$ cat src/rtl/core/as2f_pkg.sv
`default_nettype none
package as2f_pkg;
   localparam logic [4:0] FMT_I16 = 5'd16;
   localparam logic [4:0] FMT_I24 = 5'd17;
   localparam logic [4:0] FMT_I32 = 5'd18;
   localparam logic [4:0] FMT_F32 = 5'd19;
   localparam logic [4:0] FMT_F64 = 5'd20;
   localparam logic [4:0] FMT_I32_A = 5'd24;
   localparam logic [4:0] FMT_I32_B = 5'd25;
   localparam logic [4:0] FMT_I32_C = 5'd26;
   localparam logic [4:0] FMT_I32_D = 5'd27;
   localparam logic [4:0] FMT_RESET = 5'd18;

   localparam logic [1:0] KIND_ZERO = 2'd0;
   localparam logic [1:0] KIND_NUM = 2'd1;
   localparam logic [1:0] KIND_DIRECT = 2'd2;

   // decoded, not yet normalized operand handed from the decode stage to the shift stage
   typedef struct packed {
      logic [1:0] kind;
      logic sign;
      logic [52:0] mag;
      logic signed [12:0] e;
      logic [31:0] direct;
      logic ok;
   } dec_type;

   // rounding operand: kept bits plus guard and sticky
   typedef struct packed {
      logic [1:0] kind;
      logic sign;
      logic normal;
      logic [24:0] m;
      logic guard;
      logic sticky;
      logic signed [12:0] big_e;
      logic [31:0] direct;
      logic ok;
   } rnd_type;
endpackage
`default_nettype wire

$ cat src/rtl/core/as2f_decode.sv
`default_nettype none
module as2f_decode (
   input wire logic [4:0] sample_format,
   input wire logic [63:0] raw_sample,
   output as2f_pkg::dec_type dec
);
   logic [31:0] v32;
   logic [31:0] mag32;
   logic neg;
   logic signed [12:0] ie;
   logic [10:0] dex;
   logic [51:0] dfrac;

   always_comb begin
      dec = '0;
      v32 = '0;
      neg = 1'b0;
      ie = '0;
      mag32 = '0;
      dex = raw_sample[62:52];
      dfrac = raw_sample[51:0];
      dec.ok = 1'b1;
      unique case (sample_format)
         as2f_pkg::FMT_I16: begin
            v32 = {{16{raw_sample[15]}}, raw_sample[15:0]};
            ie = -13'sd15;
         end
         as2f_pkg::FMT_I24: begin
            v32 = {{8{raw_sample[23]}}, raw_sample[23:0]};
            ie = -13'sd23;
         end
         as2f_pkg::FMT_I32, as2f_pkg::FMT_I32_A, as2f_pkg::FMT_I32_B,
         as2f_pkg::FMT_I32_C, as2f_pkg::FMT_I32_D: begin
            v32 = raw_sample[31:0];
            ie = -13'sd31;
         end
         default: ;
      endcase
      neg = v32[31];
      mag32 = neg ? (~v32 + 32'd1) : v32;
      unique case (sample_format)
         as2f_pkg::FMT_I16, as2f_pkg::FMT_I24, as2f_pkg::FMT_I32,
         as2f_pkg::FMT_I32_A, as2f_pkg::FMT_I32_B, as2f_pkg::FMT_I32_C,
         as2f_pkg::FMT_I32_D: begin
            dec.sign = neg;
            dec.mag = {21'd0, mag32};
            dec.e = ie;
            dec.kind = (mag32 == 32'd0) ? as2f_pkg::KIND_ZERO : as2f_pkg::KIND_NUM;
         end
         as2f_pkg::FMT_F32: begin
            dec.kind = as2f_pkg::KIND_DIRECT;
            dec.direct = raw_sample[31:0];
            if (raw_sample[30:23] == 8'hff && raw_sample[22:0] != 23'd0) begin
               dec.direct[22] = 1'b1;
            end
         end
         as2f_pkg::FMT_F64: begin
            dec.sign = raw_sample[63];
            if (dex == 11'h7ff) begin
               dec.kind = as2f_pkg::KIND_DIRECT;
               dec.direct = {raw_sample[63], 8'hff, (dfrac != 52'd0), dfrac[50:29]};
            end else if (dex == 11'd0) begin
               dec.mag = {1'b0, dfrac};
               dec.e = -13'sd1074;
               dec.kind = (dfrac == 52'd0) ? as2f_pkg::KIND_ZERO : as2f_pkg::KIND_NUM;
            end else begin
               dec.mag = {1'b1, dfrac};
               dec.e = $signed({2'b00, dex}) - 13'sd1075;
               dec.kind = as2f_pkg::KIND_NUM;
            end
         end
         default: begin
            dec.ok = 1'b0;
            dec.kind = as2f_pkg::KIND_DIRECT;
         end
      endcase
   end
endmodule
`default_nettype wire

$ cat src/rtl/core/as2f_align.sv
`default_nettype none
module as2f_align (
   input wire as2f_pkg::dec_type dec,
   output as2f_pkg::rnd_type rnd
);
   logic [5:0] p;
   logic signed [12:0] big_e;
   logic signed [12:0] shift;
   logic [53:0] ext;
   logic [107:0] wide;
   logic [6:0] rs;
   logic [6:0] ls;

   always_comb begin
      p = '0;
      for (int i = 0; i < 53; i++) begin
         if (dec.mag[i]) begin
            p = 6'(i);
         end
      end
      big_e = $signed({7'd0, p}) + dec.e;
      rnd = '0;
      rnd.kind = dec.kind;
      rnd.sign = dec.sign;
      rnd.direct = dec.direct;
      rnd.ok = dec.ok;
      rnd.big_e = big_e;
      rnd.normal = big_e >= -13'sd126;
      shift = rnd.normal ? ($signed({7'd0, p}) - 13'sd23) : (-13'sd149 - dec.e);
      ext = {1'b0, dec.mag};
      wide = '0;
      rs = '0;
      ls = '0;
      if (shift <= 0) begin
         ls = 7'(-shift);
         wide = {54'd0, ext} << ls;
         rnd.m = wide[24:0];
      end else if (shift > 13'sd60) begin
         rnd.m = '0;
         rnd.guard = 1'b0;
         rnd.sticky = dec.mag != 53'd0;
      end else begin
         rs = 7'(shift);
         wide = {ext, 54'd0} >> rs;
         rnd.m = wide[78:54];
         rnd.guard = wide[53];
         rnd.sticky = wide[52:0] != 53'd0;
      end
   end
endmodule
`default_nettype wire

$ cat src/rtl/core/as2f_round.sv
`default_nettype none
module as2f_round (
   input wire as2f_pkg::rnd_type rnd,
   output logic [31:0] float_bits,
   output logic format_ok
);
   logic [24:0] m;
   logic signed [12:0] biased;

   always_comb begin
      m = rnd.m + 25'((rnd.guard && (rnd.sticky || rnd.m[0])) ? 1 : 0);
      biased = rnd.big_e + 13'sd127;
      if (m[24]) begin
         m = m >> 1;
         biased = biased + 13'sd1;
      end
      format_ok = rnd.ok;
      unique case (rnd.kind)
         as2f_pkg::KIND_DIRECT: float_bits = rnd.direct;
         as2f_pkg::KIND_NUM: begin
            if (!rnd.normal) begin
               float_bits = {rnd.sign, 7'd0, m[23:0]};
            end else if (biased >= 13'sd255) begin
               float_bits = {rnd.sign, 8'hff, 23'd0};
            end else begin
               float_bits = {rnd.sign, biased[7:0], m[22:0]};
            end
         end
         default: float_bits = {rnd.sign, 31'd0};
      endcase
   end
endmodule
`default_nettype wire

$ cat src/rtl/core/audio_sample_to_float32_core.sv
// Converts one raw sample word per cycle, when rsp_ready does not stall it, to an
// IEEE single, in the layout set by csr_sample_format (reset 18). Three register
// stages (decode, align, round) sit behind the req side; the edge that takes a beat
// loads the first stage, and its result then passes the align and round registers
// before it is presented on rsp; the pipeline advances whenever its output register
// is empty or being taken, giving one beat per cycle sustained while rsp_ready is high.
`default_nettype none
module audio_sample_to_float32_core (
   input wire logic clock,
   input wire logic reset,
   input wire logic csr_write_enable,
   input wire logic [4:0] csr_sample_format,
   input wire logic req_valid,
   output logic req_ready,
   input wire logic [63:0] req_raw_sample,
   output logic rsp_valid,
   input wire logic rsp_ready,
   output logic [31:0] rsp_float_bits,
   output logic rsp_format_ok
);
   logic [4:0] fmt_ff;
   logic s1_valid_ff, s2_valid_ff, s3_valid_ff;
   as2f_pkg::dec_type s1_ff, s1_in;
   as2f_pkg::rnd_type s2_ff, s2_in;
   logic [31:0] s3_bits_ff, s3_bits_in;
   logic s3_ok_ff, s3_ok_in;
   logic adv3, adv2, adv1;

   assign adv3 = !s3_valid_ff || rsp_ready;
   assign adv2 = !s2_valid_ff || adv3;
   assign adv1 = !s1_valid_ff || adv2;
   assign req_ready = adv1;

   as2f_decode u_dec (.sample_format(fmt_ff), .raw_sample(req_raw_sample), .dec(s1_in));
   as2f_align u_aln (.dec(s1_ff), .rnd(s2_in));
   as2f_round u_rnd (.rnd(s2_ff), .float_bits(s3_bits_in), .format_ok(s3_ok_in));

   always_ff @(posedge clock) begin
      if (reset) begin
         fmt_ff <= as2f_pkg::FMT_RESET;
         s1_valid_ff <= 1'b0;
         s2_valid_ff <= 1'b0;
         s3_valid_ff <= 1'b0;
      end else begin
         if (csr_write_enable) begin
            fmt_ff <= csr_sample_format;
         end
         if (adv1) begin
            s1_valid_ff <= req_valid;
         end
         if (adv2) begin
            s2_valid_ff <= s1_valid_ff;
         end
         if (adv3) begin
            s3_valid_ff <= s2_valid_ff;
         end
      end
   end

   always_ff @(posedge clock) begin
      if (adv1) begin
         s1_ff <= s1_in;
      end
      if (adv2) begin
         s2_ff <= s2_in;
      end
      if (adv3) begin
         s3_bits_ff <= s3_bits_in;
         s3_ok_ff <= s3_ok_in;
      end
   end

   assign rsp_valid = s3_valid_ff;
   assign rsp_float_bits = s3_bits_ff;
   assign rsp_format_ok = s3_ok_ff;

`ifndef SYNTHESIS
   a_stall_holds: assert property (@(posedge clock) disable iff (reset)
      rsp_valid && !rsp_ready |=> rsp_valid && $stable(rsp_float_bits))
      else $error("result changed under stall");
   a_bad_zero: assert property (@(posedge clock) disable iff (reset)
      rsp_valid && !rsp_format_ok |-> rsp_float_bits == 32'd0)
      else $error("unsupported format gave nonzero");
   a_ready_free: assert property (@(posedge clock) disable iff (reset)
      !s1_valid_ff |-> req_ready)
      else $error("stalled with empty first stage");
`endif
endmodule
`default_nettype wire

$ cat config.mk
export PLATFORM = sky130hd
export DESIGN_NAME = audio_sample_to_float32_core
export DESIGN_NICKNAME = d
export VERILOG_FILES = /design/src/rtl/core/as2f_pkg.sv /design/src/rtl/core/as2f_decode.sv /design/src/rtl/core/as2f_align.sv /design/src/rtl/core/as2f_round.sv /design/src/rtl/core/audio_sample_to_float32_core.sv
export SDC_FILE = /design/constraint.sdc
export NUM_CORES = 1
export LEC_CHECK = 0
export BUFFER_PORTS_ARGS = -buffer_cell sky130_fd_sc_hd__buf_2
export CAP_MARGIN = 20
export CELL_PAD_IN_SITES_DETAIL_PLACEMENT = 1
export CELL_PAD_IN_SITES_GLOBAL_PLACEMENT = 1
export CORE_ASPECT_RATIO = 1.75
export CORE_MARGIN = 1
export CORE_UTILIZATION = 35
export DETAILED_ROUTE_END_ITERATION = 8
export PLACE_DENSITY = 0.58
export RECOVER_POWER = 100
export SYNTH_ARGS = -nofsm -noshare
export SYNTH_HDL_FRONTEND = slang
export SYNTH_HIERARCHICAL = 1
export SYNTH_SLANG_ARGS = --single-unit
$ cat constraint.sdc
create_clock -name clock -period 8.9 [get_ports clock]
set_clock_uncertainty 0.2 [all_clocks]
set_input_delay 0.445 -clock clock [delete_from_list [all_inputs] [get_ports clock]]
set_output_delay 0.445 -clock clock [all_outputs]
set_load 0.02 [all_outputs]
# Word-level counts from Yosys, hierarchy flattened
# Index checks and enable logic that the tools add are counted.
dict set report word_totals {
  elab_cells 146
  reg_bits 220
}
dict set report classes {
  mux 76
  addsub 9
  n_reduce_logical 20
  bitwise_logic 1
  n_lt_le_gt_ge 4
  eq_ne 13
  n_shift 2
}
# operator n
set op_table {}
lappend op_table {{$pmux 67 s2} 1}
lappend op_table {{$mux 66} 2}
lappend op_table {{$pmux 32 s2} 2}
lappend op_table {{$mux 6} 21}
lappend op_table {{$shr 107x7->79} 1}
lappend op_table {{$reduce_bool 53->1} 2}
lappend op_table {{$pmux 32 s3} 1}
lappend op_table {{$mux 5} 16}
lappend op_table {{$mux 32} 2}
lappend op_table {{$mux 31} 2}
lappend op_table {{$shl 53x7->25} 1}
lappend op_table {{$logic_not 52->1} 1}
lappend op_table {{$reduce_bool 52->1} 1}
lappend op_table {{$eq 5x5->1 const B} 9}
lappend op_table {{$pmux 13 s3} 1}
lappend op_table {{$add 32x1->32 const B} 1}
lappend op_table {{$logic_not 32->1} 1}
lappend op_table {{$mux 4} 8}
lappend op_table {{$not 32->32} 1}
lappend op_table {{$mux 27} 1}
lappend op_table {{$mux 13} 2}
lappend op_table {{$add 25x25->25} 1}
lappend op_table {{$mux 25} 1}
lappend op_table {{$mux 24} 1}
lappend op_table {{28 further kinds} 45}

# Logic depth before layout (Yosys ltp)
# Gate-level depths: netlist of run 1.
dict set report logic_depth {
  ltp_word 59
  mapped_depth 31
}

# Modules after synthesis
# Netlist of run 1, hierarchy kept.
# module seq_area_each_um2 instances cells_each area_per_inst_um2
set modules_own_cells {}
lappend modules_own_cells {as2f_align 0.0 1 1196 8089.0}
lappend modules_own_cells {audio_sample_to_float32_core 6526.3 1 241 6662.6}
lappend modules_own_cells {as2f_round 0.0 1 442 2711.4}
lappend modules_own_cells {as2f_decode 0.0 1 438 2638.8}

# Least setup slack after synthesis of run 1
# Ideal clock, no wire load.
dict set report synth_timing {
  kind {reg-to-reg}
  start {register s1_ff[58] in the netlist's numbering}
  end {register s2_ff[69] in the netlist's numbering (data pin)}
  setup_ns 0.261
  required_time_ns 8.439
  synth_period_minus_slack_ns 6.935
  path_slack_ns 1.965
  path_stages_with_launch 31
  t_arrival_ns 6.474
  n_path_buf 6
  cell_sequence {edfxtp_1 > clkbuf_1 > or3_1 > a221o_1 > a21oi_1 > o221ai_1 > a31oi_1 > clkbuf_1 > ha_1 > fa_1 > a211oi_1 > o21a_1 > or3_4 > or2_4 > a21oi_2 > o21ai_2 > a21oi_4 > buf_6 > nor2_4 > clkinv_2 > buf_4 > buf_2 > ha_1 > and3_1 > nand3_1 > xnor2_1 > buf_2 > nor3_1 > a21oi_1 > nor2_1 > a221o_1}
}
# item line
set synth_rtl {}
lappend synth_rtl {{start, declared} audio_sample_to_float32_core.sv:23} ;# as2f_pkg::dec_type s1_ff, s1_in;
lappend synth_rtl {{start signal, assigned} audio_sample_to_float32_core.sv:62} ;# s1_ff <= s1_in;
lappend synth_rtl {{end signal, assigned} audio_sample_to_float32_core.sv:65} ;# s2_ff <= s2_in;
lappend synth_rtl {{end, declared} audio_sample_to_float32_core.sv:24} ;# as2f_pkg::rnd_type s2_ff, s2_in;

# Worst setup path after layout of run 1
dict set report layout_timing {
  start {register s1_ff[82] in the netlist's numbering}
  end {register s2_ff[46] in the netlist's numbering (data pin)}
}
dict set report layout_between {
  elab_chain_cells 23
  elab_cells_between_ends 27
}
# item line
set layout_lines {}
lappend layout_lines {{$mux 6 (17 in series)} as2f_align.sv:17} ;# if (dec.mag[i]) begin
lappend layout_lines {{$add 7x13->13} as2f_align.sv:21} ;# big_e = $signed({7'd0, p}) + dec.e;
lappend layout_lines {{$ge 13x8->1} as2f_align.sv:28} ;# rnd.normal = big_e >= -13'sd126;
lappend layout_lines {{$mux 13} as2f_align.sv:29} ;# shift = rnd.normal ? ($signed({7'd0, p}) - 13'sd23) : (-13'sd149 - dec.e);
lappend layout_lines {{$shr 107x7->79} as2f_align.sv:44} ;# wide = {ext, 54'd0} >> rs;
lappend layout_lines {{$reduce_bool 53->1} as2f_align.sv:47} ;# rnd.sticky = wide[52:0] != 53'd0;
lappend layout_lines {{$mux 27} as2f_align.sv:38} ;# end else if (shift > 13'sd60) begin
# Several ways; a longest one is shown, not always the timed one.
# A chain may end at the register's enable or synchronous reset.

==> results.cfg, run 1 <==
[die]
start_util = 0.355
dieArea_mm2 = 0.0584
die_w_um = 183
fp.dieH_um = 319
core_area_mm2 = 0.0565
rows = 115
io_pins = 109

[final_layout]
area.growth.synth_to_final_pct = 8.93
final_cells = 3113
drive_gt1_frac = 0.129
multi_input_area_mm2 = 0.0122
regArea_mm2 = 0.00653
fillCellCount = 6645
finalNetCount = 2428

[routing]
route.detailed.drc = 0
vias_per_cell = 6.54
drt-initial-drc-count = 1221
ant_nets = 0
drt_pass1_iterations = 5
vias = 20344
wl_per_cell_um = 32.3
wirelength_mm = 101

[worst_setup_path]
required_ns = 9.00
worst_setup_path_end_kind = flip-flop
arrival_ns = 8.58
crit_path_start_kind = flip-flop
worstReg2RegStart = s1_ff[82]
worstPathMaxFanout = 15
reg2reg_to = s2_ff[46]
rr_worst_depth = 21
worstSetupPathType = flip-flop to flip-flop
cp-startpoint = s1_ff[82]
r2r_slack_ns = 0.42
crit_path_end = s2_ff[46]

[timing]
final.setup.tns_ns = 0
slew_headroom = -1.42
setup_viol = 0
worst_slew_pin_slew_ns = 3.63
slew_viol_final = 296
rsz0062_at_grt = no
fmax_ghz = 0.118
fin_crit_sh = 0.952
fin_ws_ns = 0.424
hold_viol_final = 0
period_needed_ns = 8.48

[placement]
post-place-cells = 3058
io_buffers = 108
dp_hpwl_mm = 81.0
routabilityCongestion = 1.08
preCtsSetupSlack_ns = 0.787

[cts]
cts.sinks = 220
cts_tree = built
clk_pin_slew_worst_paths_ns = 0.07
cts_root_buf = clkbuf_16
cts_buffers = 24
cts_buffer_depth = 3
cts_max_level = 1
clock_latency_ns = 0.58

[outcome]
violations = max-capacitance violations, max-slew violations
status = complete, but fails checks

[synthesis]
synthDominantCellAreaShare = 0.317
avgSynthCellArea_um2 = 8.68
ys_ff_latch = 220
async_flop_share = 0
ys_seq_area_frac = 0.325
synth_area_mm2 = 0.0201
synthDistinctLibCells = 116
yosysTopAreaCell = edfxtp_1
synth_edf_count = 212
netlist_top_cells_area = edfxtp_1 32%, mux2i_1 4.6%, nand2_1 4.1%, nor2_1 3.4%, a21oi_1 3.2%
synth_nets = 2410
yosysWarnings = 6
yosys_most_used_dff = edfxtp_1
synth_cells = 2317

[run]
maxCapViolCount = 7

[pwr]
switching_share = 0.524
p_total_mw = 6.82
p_int_mw = 3.25
p_leak_nw = 7.95
clkPwrFrac = 0.147
power-per-cell-area_mw_per_mm2 = 311
peakVddDrop_mv = 0.157
comb_power_share = 0.619
switchingPower_mw = 3.57
seqPwrFrac = 0.235

[grt]
grt_start_max_net_pins = 70
grt_pass1_vias = 20846
grt.total_usage = 0.340
overflow = 0
antenna_found_initial = 2
grt_pass1_wl_mm = 144

[worst_hold_path]
hold_class = input port to flip-flop
==> layer usage <==
| layer | vias up | global-route usage | wire length (µm) |
|---|---|---|---|
| met5 | - | 0 | 0 |
| met3 | 405 | 0.0419 | 3980 |
| met2 | 863 | 0.620 | 51300 |
| li1 | 8986 | - | - |
| met4 | 0 | 0.314 | 11000 |
| met1 | 10090 | 0.329 | 34200 |
==> critical path: stages, from the launching register on <==
cell and delay [ns]:
edfxtp_1 0.62, or4_1 0.67, nor2_1 0.23, o31ai_1 0.10, a21oi_1 0.77, ha_1 0.45
a21oi_1 0.17, nor2b_1 0.06, or4_1 0.55, a211oi_4 0.43, o21a_2 0.34, a2111oi_4 0.15
nor2_2 0.71, o21ai_2 0.36, o2bb2a_1 0.40, a21o_1 0.25, a311oi_1 0.79, nand2_1 0.18
nor4_1 0.22, a32oi_1 0.09, o32ai_1 0.31, a31oi_1 0.11
==> per-stage QoR <==
step / util / instance area, µm² / hold slack, ns
global route: 0.387 / 21900 / 0.0254
global placement: 0.374 / 21200 / 0.202
detailed placement: 0.374 / 21200 / 0.207
finish: 0.387 / 21900 / 0.0174
CTS: 0.389 / 22000 / 0.00292
floorplan: - / 20100 / 0.226
==> registers in the layout, indices dropped and copies added, names as in the netlist <==
signal and flops:
rsp_float_bits 32, fmt_ff 5, s1_valid_ff 1, rsp_format_ok 1
s2_valid_ff 1, rsp_valid 1, s1_ff 102, s2_ff 77
==> final cells by class <==
class                           count  share of cell area
Multi-Input combinational cell   1830               0.558
Sequential cell                   220               0.298
Timing Repair Buffer              206              0.0560
Tap cell                          760              0.0434
Clock buffer                       31              0.0286
Inverter                           53             0.00937
Clock inverter                     12             0.00623
Antenna cell                        1            0.000114
==> cell usage after synthesis (12+ instances only) <==
library cell  number
nand2_1          218
and3_1            17
nand3_1           66
o22ai_1           51
nor4_1            45
mux2i_1           92
mux2_2            32
a21oi_1          129
o32ai_1           14
a31oi_1           33
ha_1              18
a22oi_1           41
edfxtp_1         212
xnor2_1           42
a21o_1            18
or4_1             23
nand2b_1          21
buf_2             41
nor2b_1           21
buf_4             53
a22o_1            63
and2_1            35
o31ai_1           31
inv_1             48
o21ai_1           12
o21a_1            19
o21ai_0          126
a211oi_1          36
nor2_1           180
clkbuf_1          97
or3_1             17
nor3_1            77
nand4_1           33
a32oi_1           13
buf_6             14
xor2_1            22
o211ai_1          34
==> cells by family (layout without fill, tap and decap cells) <==
family	count (synthesis)	after routing	synth area share
simple gates	823	823	0.209
mux	137	137	0.0779
other cells	0	1	0
xor+xnor	64	64	0.0279
compound gates	787	787	0.280
fa+ha+maj	19	19	0.0122
buf+inv	267	302	0.0680
flops	220	220	0.325
==> power groups by stage <==
| stage | clock network, mW | registers, mW | logic (mW) |
|---|---|---|---|
| 2_1_floorplan | 0 | 1.47 | 2.72 |
| 3_3_place_gp | 0 | 1.61 | 4.05 |
| 3_5_place_dp | 0 | 1.62 | 4.08 |
| 4_1_cts | 1.02 | 1.59 | 4.10 |
| 5_1_grt | 1.05 | 1.62 | 4.39 |
| 6_report | 1.00 | 1.60 | 4.22 |
==> worst min-delay path by stage <==
stage                           start          end  slack, ns  cells past startpoint
after floorplan           s1_valid_ff  s2_valid_ff       0.23                      2
after global placement      s1_ff[29]    s2_ff[29]       0.20                      0
after detailed placement     s1_ff[5]     s2_ff[5]       0.21                      0
after CTS                       reset    fmt_ff[2]      0.003                      2
after global routing            reset  s1_valid_ff       0.03                      2
final                           reset    fmt_ff[2]       0.02                      2
==> cell usage in the layout, fill, tap and decap left out, drive strengths merged, types with 50 or more instances in the layout <==
| cell | n |
|---|---|
| nand2 | 219 |
| edfxtp | 212 |
| nor2 | 186 |
| buf | 147 |
| o21ai | 144 |
| a21oi | 134 |
| mux2i | 93 |
| nor3 | 82 |
| clkbuf | 79 |
| nand3 | 69 |
| a22o | 63 |
| o22ai | 52 |
| inv | 52 |
| nor4 | 50 |
==> what timing repair did <==
| action | CTS | global route |
|---|---|---|
| endpoints found under the hold margin | 9 | 0 |
| gates resized for setup | 0 | 0 |
| hold buffers | 11 | 0 |
| setup buffers | 0 | 0 |
(Power assumes the default switching activity.)
==> run 2, diff against run 1 <==
- RECOVER_POWER: 100 -> unset
==> run 2 against run 1 <==
  * The flow now finishes without violations
  * Clock power is essentially flat
  * Sequential share of layout area shrank 0.18 points
  * Critical path depth is the same
  * Flip-flop and latch count is the same
  * Fmax grew 0.16%
  * Sequential power is essentially flat
  * Critical endpoint unchanged
  * Largest cell class unchanged
==> results.cfg, run 2 (same netlist as run 1, synthesis figures left out) <==
[die]
fp.dieH_um = 319
die_w_um = 183
core_area_mm2 = 0.0565
start_util = 0.355
dieArea_mm2 = 0.0584
rows = 115
io_pins = 109

[timing]
fmax_ghz = 0.118
rsz0062_at_grt = no
hold_viol_final = 0
final.setup.tns_ns = 0
period_needed_ns = 8.46
slew_viol_final = 0
setup_viol = 0
fin_crit_sh = 0.951
slew_headroom = 0.258
worst_slew_pin_slew_ns = 1.11
timing.hold.ws_ns = 0.0170

[pwr]
peakVddDrop_mv = 0.157
p_total_mw = 6.85
p_leak_nw = 8.16
power-per-cell-area_mw_per_mm2 = 311

[worst_setup_path]
worstSetupPathType = flip-flop to flip-flop
rr_worst_depth = 21
slowest_stage = a21oi_1
crit_path_frequent_cell = a21oi_1
crit_chain = or4_1 -> nor2_1 -> o31ai_1 -> a21oi_1 -> ha_1 -> a21oi_1 -> nor2b_1 -> or4_4 -> a211oi_4 -> o21a_2 -> a2111oi_4 -> nor2_2 -> o21ai_2 -> o2bb2a_1 -> a21o_1 -> a311oi_1 -> nand2_1 -> nor4_1 -> a32oi_1 -> o32ai_1 -> a31oi_1
worst_setup_path_end_kind = flip-flop
reg2reg_to = s2_ff[46]
arrival_ns = 8.57
r2r_slack_ns = 0.44
critPathMaxStageDelay_ns = 0.80
worstReg2RegStart = s1_ff[82]
crit_path_start_kind = flip-flop
cp_num_buf_inv = 0
cp_top_family = compound AO/OA/AOI/OAI gates
required_ns = 9.00
worstPathMaxFanout = 15

[placement]
routabilityCongestion = 1.08
dp_hpwl_mm = 81.0
io_buffers = 108
dpl_cell_area_mm2 = 0.0212

[routing]
wirelength_mm = 101
drt_pass1_iterations = 7
vias = 20368
wl_per_cell_um = 32.3
ant_nets = 0
vias_per_cell = 6.54
route.detailed.drc = 0
drt-initial-drc-count = 1207

[cts]
cts_tree = built
cts_root_buf = clkbuf_16
cts_max_level = 1
cts_setup_buffers = 0
ctsResizeCount = 0
cts_buffer_depth = 3
hold_buffers = 11
clock_latency_ns = 0.58
cts.sinks = 220
cts_buffers = 24
clk_pin_slew_worst_paths_ns = 0.07

[grt]
grt.total_usage = 0.340
grt_pass1_wl_mm = 144
grt_start_max_net_pins = 70
antenna_found_initial = 2
grt_pass1_vias = 20846
overflow = 0

[worst_hold_path]
hold_class = input port to flip-flop
worstHoldStart = reset
holdPathEnd = fmt_ff[2]
hold_depth = 2

[final_layout]
drive_gt1_frac = 0.155
largest_reg_flops = 102
regMostFlops = s1_ff
fin_area_mm2 = 0.0220
fillCellCount = 6630
mostFrequentLayoutCells = 218 x nand2_1, 212 x edfxtp_1, 177 x nor2_1, 129 x a21oi_1, 126 x o21ai_0
area.growth.synth_to_final_pct = 9.57
finalNetCount = 2428
layout_commonest_cell = nand2_1

[run]
maxCapViolCount = 0

[outcome]
status = complete, no violations
## run 2: changes by cell type in the layout (fill, tap and decap cells not counted), sizes merged
cell and change:
buf +48, clkbuf -48
## run 2: power by group
| part | internal, mW | switching [mW] |
|---|---|---|
| logic | 1.38 | 2.87 |
| clock network | 0.560 | 0.441 |
| registers | 1.33 | 0.272 |
## run 2: worst register-to-register path, delay by kind of cell, from the launching register on
family | cells | cell delay [ns]
flip-flops | 1 | 0.62
adder cells (fa/ha/maj) | 1 | 0.46
AND/OR/NAND/NOR | 7 | 2.59
AO/OA/AOI/OAI | 13 | 4.31
## run 2: final cells by class
| class | instances | area (µm²) | share of cell area |
|---|---|---|---|
| Sequential cell | 220 | 6530 | 0.296 |
| Antenna cell | 1 | 2.50 | 0.000114 |
| Inverter | 53 | 205 | 0.00932 |
| Tap cell | 760 | 951 | 0.0432 |
| Timing Repair Buffer | 206 | 1320 | 0.0598 |
| Multi-Input combinational cell | 1830 | 12300 | 0.557 |
| Clock buffer | 31 | 627 | 0.0285 |
| Clock inverter | 12 | 136 | 0.00619 |
## run 2: layer usage
metal / up-vias / share of wire / global-route usage / routed length (µm)
met3: 394 / 0.042 / 0.0419 / 4210
met4: 0 / 0.11 / 0.314 / 10900
met5: - / 0 / 0 / 0
met2: 892 / 0.51 / 0.620 / 51300
met1: 10089 / 0.34 / 0.329 / 34200
li1: 8993 / - / - / -
## run 2: how the worst max path moves through the flow
stage / startpoint / to / slack [ns] / cells past startpoint
2_1_floorplan: s1_ff[58] / s2_ff[69] / 1.97 / 30
4_1_cts: s1_ff[82] / s2_ff[46] / 0.72 / 21
6_report: s1_ff[82] / s2_ff[46] / 0.44 / 21
3_3_place_gp: s1_ff[57] / s2_ff[46] / 0.90 / 23
5_1_grt: s1_ff[82] / s2_ff[46] / 0.30 / 23
3_5_place_dp: s1_ff[82] / s2_ff[46] / 0.79 / 21
## run 2: per-stage QoR
| stage | cells | utilization | setup slack [ns] |
|---|---|---|---|
| global placement | 3058 | 0.374 | 0.902 |
| global route | 3113 | 0.390 | 0.303 |
| floorplan | 2317 | - | 1.97 |
| detailed placement | 3058 | 0.374 | 0.787 |
| finish | 3113 | 0.390 | 0.437 |
| CTS | 3112 | 0.389 | 0.719 |
==> run 3, diff against run 2 <==
- CELL_PAD_IN_SITES_DETAIL_PLACEMENT: 1 -> unset
- CELL_PAD_IN_SITES_GLOBAL_PLACEMENT: 1 -> unset
- PLACE_DENSITY: 0.58 -> 0.47
==> run 3 against run 2 <==
  * The run now ends with negative hold slack left
  * Highest routed layer unchanged
  * Critical path type unchanged
  * Sequential share of layout area shrank 0.74 points
  * Worst hold slack lost 0.017 ns
  * Critical endpoint is now s2_ff[67]
  * Setup slack lost 0.050 ns
  * Non-clock buffer count grew 55
==> results.cfg, run 3 (same netlist as run 1, synthesis figures left out) <==
[final_layout]
final_cells = 3169
drive_gt1_frac = 0.179
largest_reg_flops = 102
mostFrequentLayoutCells = 218 x nand2_1, 212 x edfxtp_1, 176 x nor2_1, 136 x buf_4, 129 x a21oi_1
regMostFlops = s1_ff
area.growth.synth_to_final_pct = 12.4
regArea_mm2 = 0.00653
finalNetCount = 2483
fin_area_mm2 = 0.0226
fillCellCount = 5774
layout_commonest_cell = nand2_1
multi_input_area_mm2 = 0.0123

[grt]
grt_pass1_wl_mm = 147
grt.total_usage = 0.353
overflow = 0
grt_start_max_net_pins = 65
grt_pass1_vias = 19851
antenna_found_initial = 1

[cts]
clock_latency_ns = 0.58
cts_buffers = 24
clk_pin_slew_worst_paths_ns = 0.07
cts_tree = built
cts.sinks = 220
cts_buffer_depth = 3
cts_root_buf = clkbuf_16
cts_max_level = 1

[timing]
period_needed_ns = 8.51
hold_viol_final = 1
fin_crit_sh = 0.957
timing.hold.ws_ns = -0.000507
final.setup.tns_ns = 0
slew_viol_final = 0
rsz0062_at_grt = no
slew_headroom = 0.152
setup_viol = 0
worst_slew_pin_slew_ns = 1.26
fmax_ghz = 0.117

[placement]
post-place-cells = 3108
dpl_cell_area_mm2 = 0.0216
routabilityCongestion = 1.13
dp_hpwl_mm = 83.1
io_buffers = 108

[pwr]
comb_power_share = 0.632
p_total_mw = 7.35
switching_share = 0.517
power-per-cell-area_mw_per_mm2 = 325
p_leak_nw = 8.47
seqPwrFrac = 0.218
peakVddDrop_mv = 0.151
clkPwrFrac = 0.150
switchingPower_mw = 3.80
p_int_mw = 3.55

[run]
maxCapViolCount = 0

[die]
fp.dieH_um = 319
rows = 115
dieArea_mm2 = 0.0584
start_util = 0.355
io_pins = 109
die_w_um = 183
core_area_mm2 = 0.0565

[routing]
vias = 20697
ant_nets = 0
drt_pass1_iterations = 8
vias_per_cell = 6.53
wirelength_mm = 104
route.detailed.drc = 0
drt-initial-drc-count = 1893
wl_per_cell_um = 32.9

[worst_setup_path]
arrival_ns = 8.77
worstSetupPathType = flip-flop to flip-flop
crit_chain = or4_1 -> nor4_1 -> a21oi_1 -> ha_1 -> a211oi_1 -> o21ba_2 -> o21ai_0 -> a211oi_4 -> o21ai_2 -> o21ai_2 -> a21oi_4 -> nor2_4 -> clkinv_2 -> a211o_1 -> buf_4 -> mux2i_1 -> nor2_1 -> o41ai_2 -> nand3_1 -> o21ai_0 -> buf_4
slowest_stage = o41ai_2
required_ns = 9.15
worstPathMaxFanout = 18
worst_setup_path_end_kind = flip-flop
critPathMaxStageDelay_ns = 1.07
crit_path_start_kind = flip-flop

[outcome]
violations = negative hold slack
status = complete, but fails checks

[worst_hold_path]
hold_class = input port to flip-flop
run 3: cell count changes in the layout (fill, tap and decap cells not counted), sizes merged:
| cell | change |
|---|---|
| buf | +56 |
| inv | +2 |
| bufinv | +2 |
| clkinv | -5 |
| clkinvlp | +3 |
| dlygate4sd3 | -2 |
run 3: worst paths after layout:
path                                          from         to  cells after the start  slack [ns]
worst min register to register           s1_ff[22]  s2_ff[22]                      0        0.22
worst max register to register           s1_ff[77]  s2_ff[67]                     21        0.39
worst min-delay path            req_raw_sample[63]  s1_ff[99]                      3     -0.0005
worst max-delay path                     s1_ff[77]  s2_ff[67]                     21        0.39
run 3: stage by stage:
stage          worst slack (ns)  utilization
6_report                  0.387        0.400
5_1_grt                   0.179        0.400
3_5_place_dp              0.611        0.382
2_1_floorplan              1.97            -
3_3_place_gp              0.629        0.382
4_1_cts                   0.623        0.398
run 3: repair_timing:
action | CTS | global route
hold endpoints to repair | 10 | 0
hold buffers | 9 | 0
setup buffers | 0 | 6
resized for setup | 0 | 3
setup endpoints to repair | 0 | 3
run 3: routing by layer:
layer,wire [µm],vias to the layer above,part of all wire,global-route usage
met1,34100,9995,0.33,0.341
met5,0,-,0,0
met4,11900,0,0.11,0.326
met2,52800,1153,0.51,0.638
met3,5520,419,0.053,0.0494
li1,-,9130,-,-
run 3: layout make-up:
class | count | share of cell area
timing repair buffer | 261 | 0.0790
sequential | 220 | 0.289
clock buffer | 30 | 0.0285
inverter | 53 | 0.00908
clock inverter | 14 | 0.00914
multi-input combinational | 1830 | 0.543
tap | 760 | 0.0421
antenna | 1 | 0.000111
run 3: critical path: cells and delay by family (launching register included):
family | cells | cell delay [ns]
AOI/OAI and AO/OA | 11 | 4.21
muxes | 1 | 0.41
adders and majority gates | 1 | 0.45
buffers and inverters | 3 | 0.64
and+or+nand+nor | 5 | 1.88
DFF | 1 | 0.55
run 3: power groups by stage:
| stage | logic [mW] | clock network [mW] | registers [mW] |
|---|---|---|---|
| after floorplan | 2.72 | 0 | 1.47 |
| after global placement | 4.42 | 0 | 1.61 |
| after detailed placement | 4.38 | 0 | 1.62 |
| after CTS | 4.39 | 1.12 | 1.60 |
| after global routing | 4.80 | 1.15 | 1.62 |
| final | 4.64 | 1.10 | 1.60 |
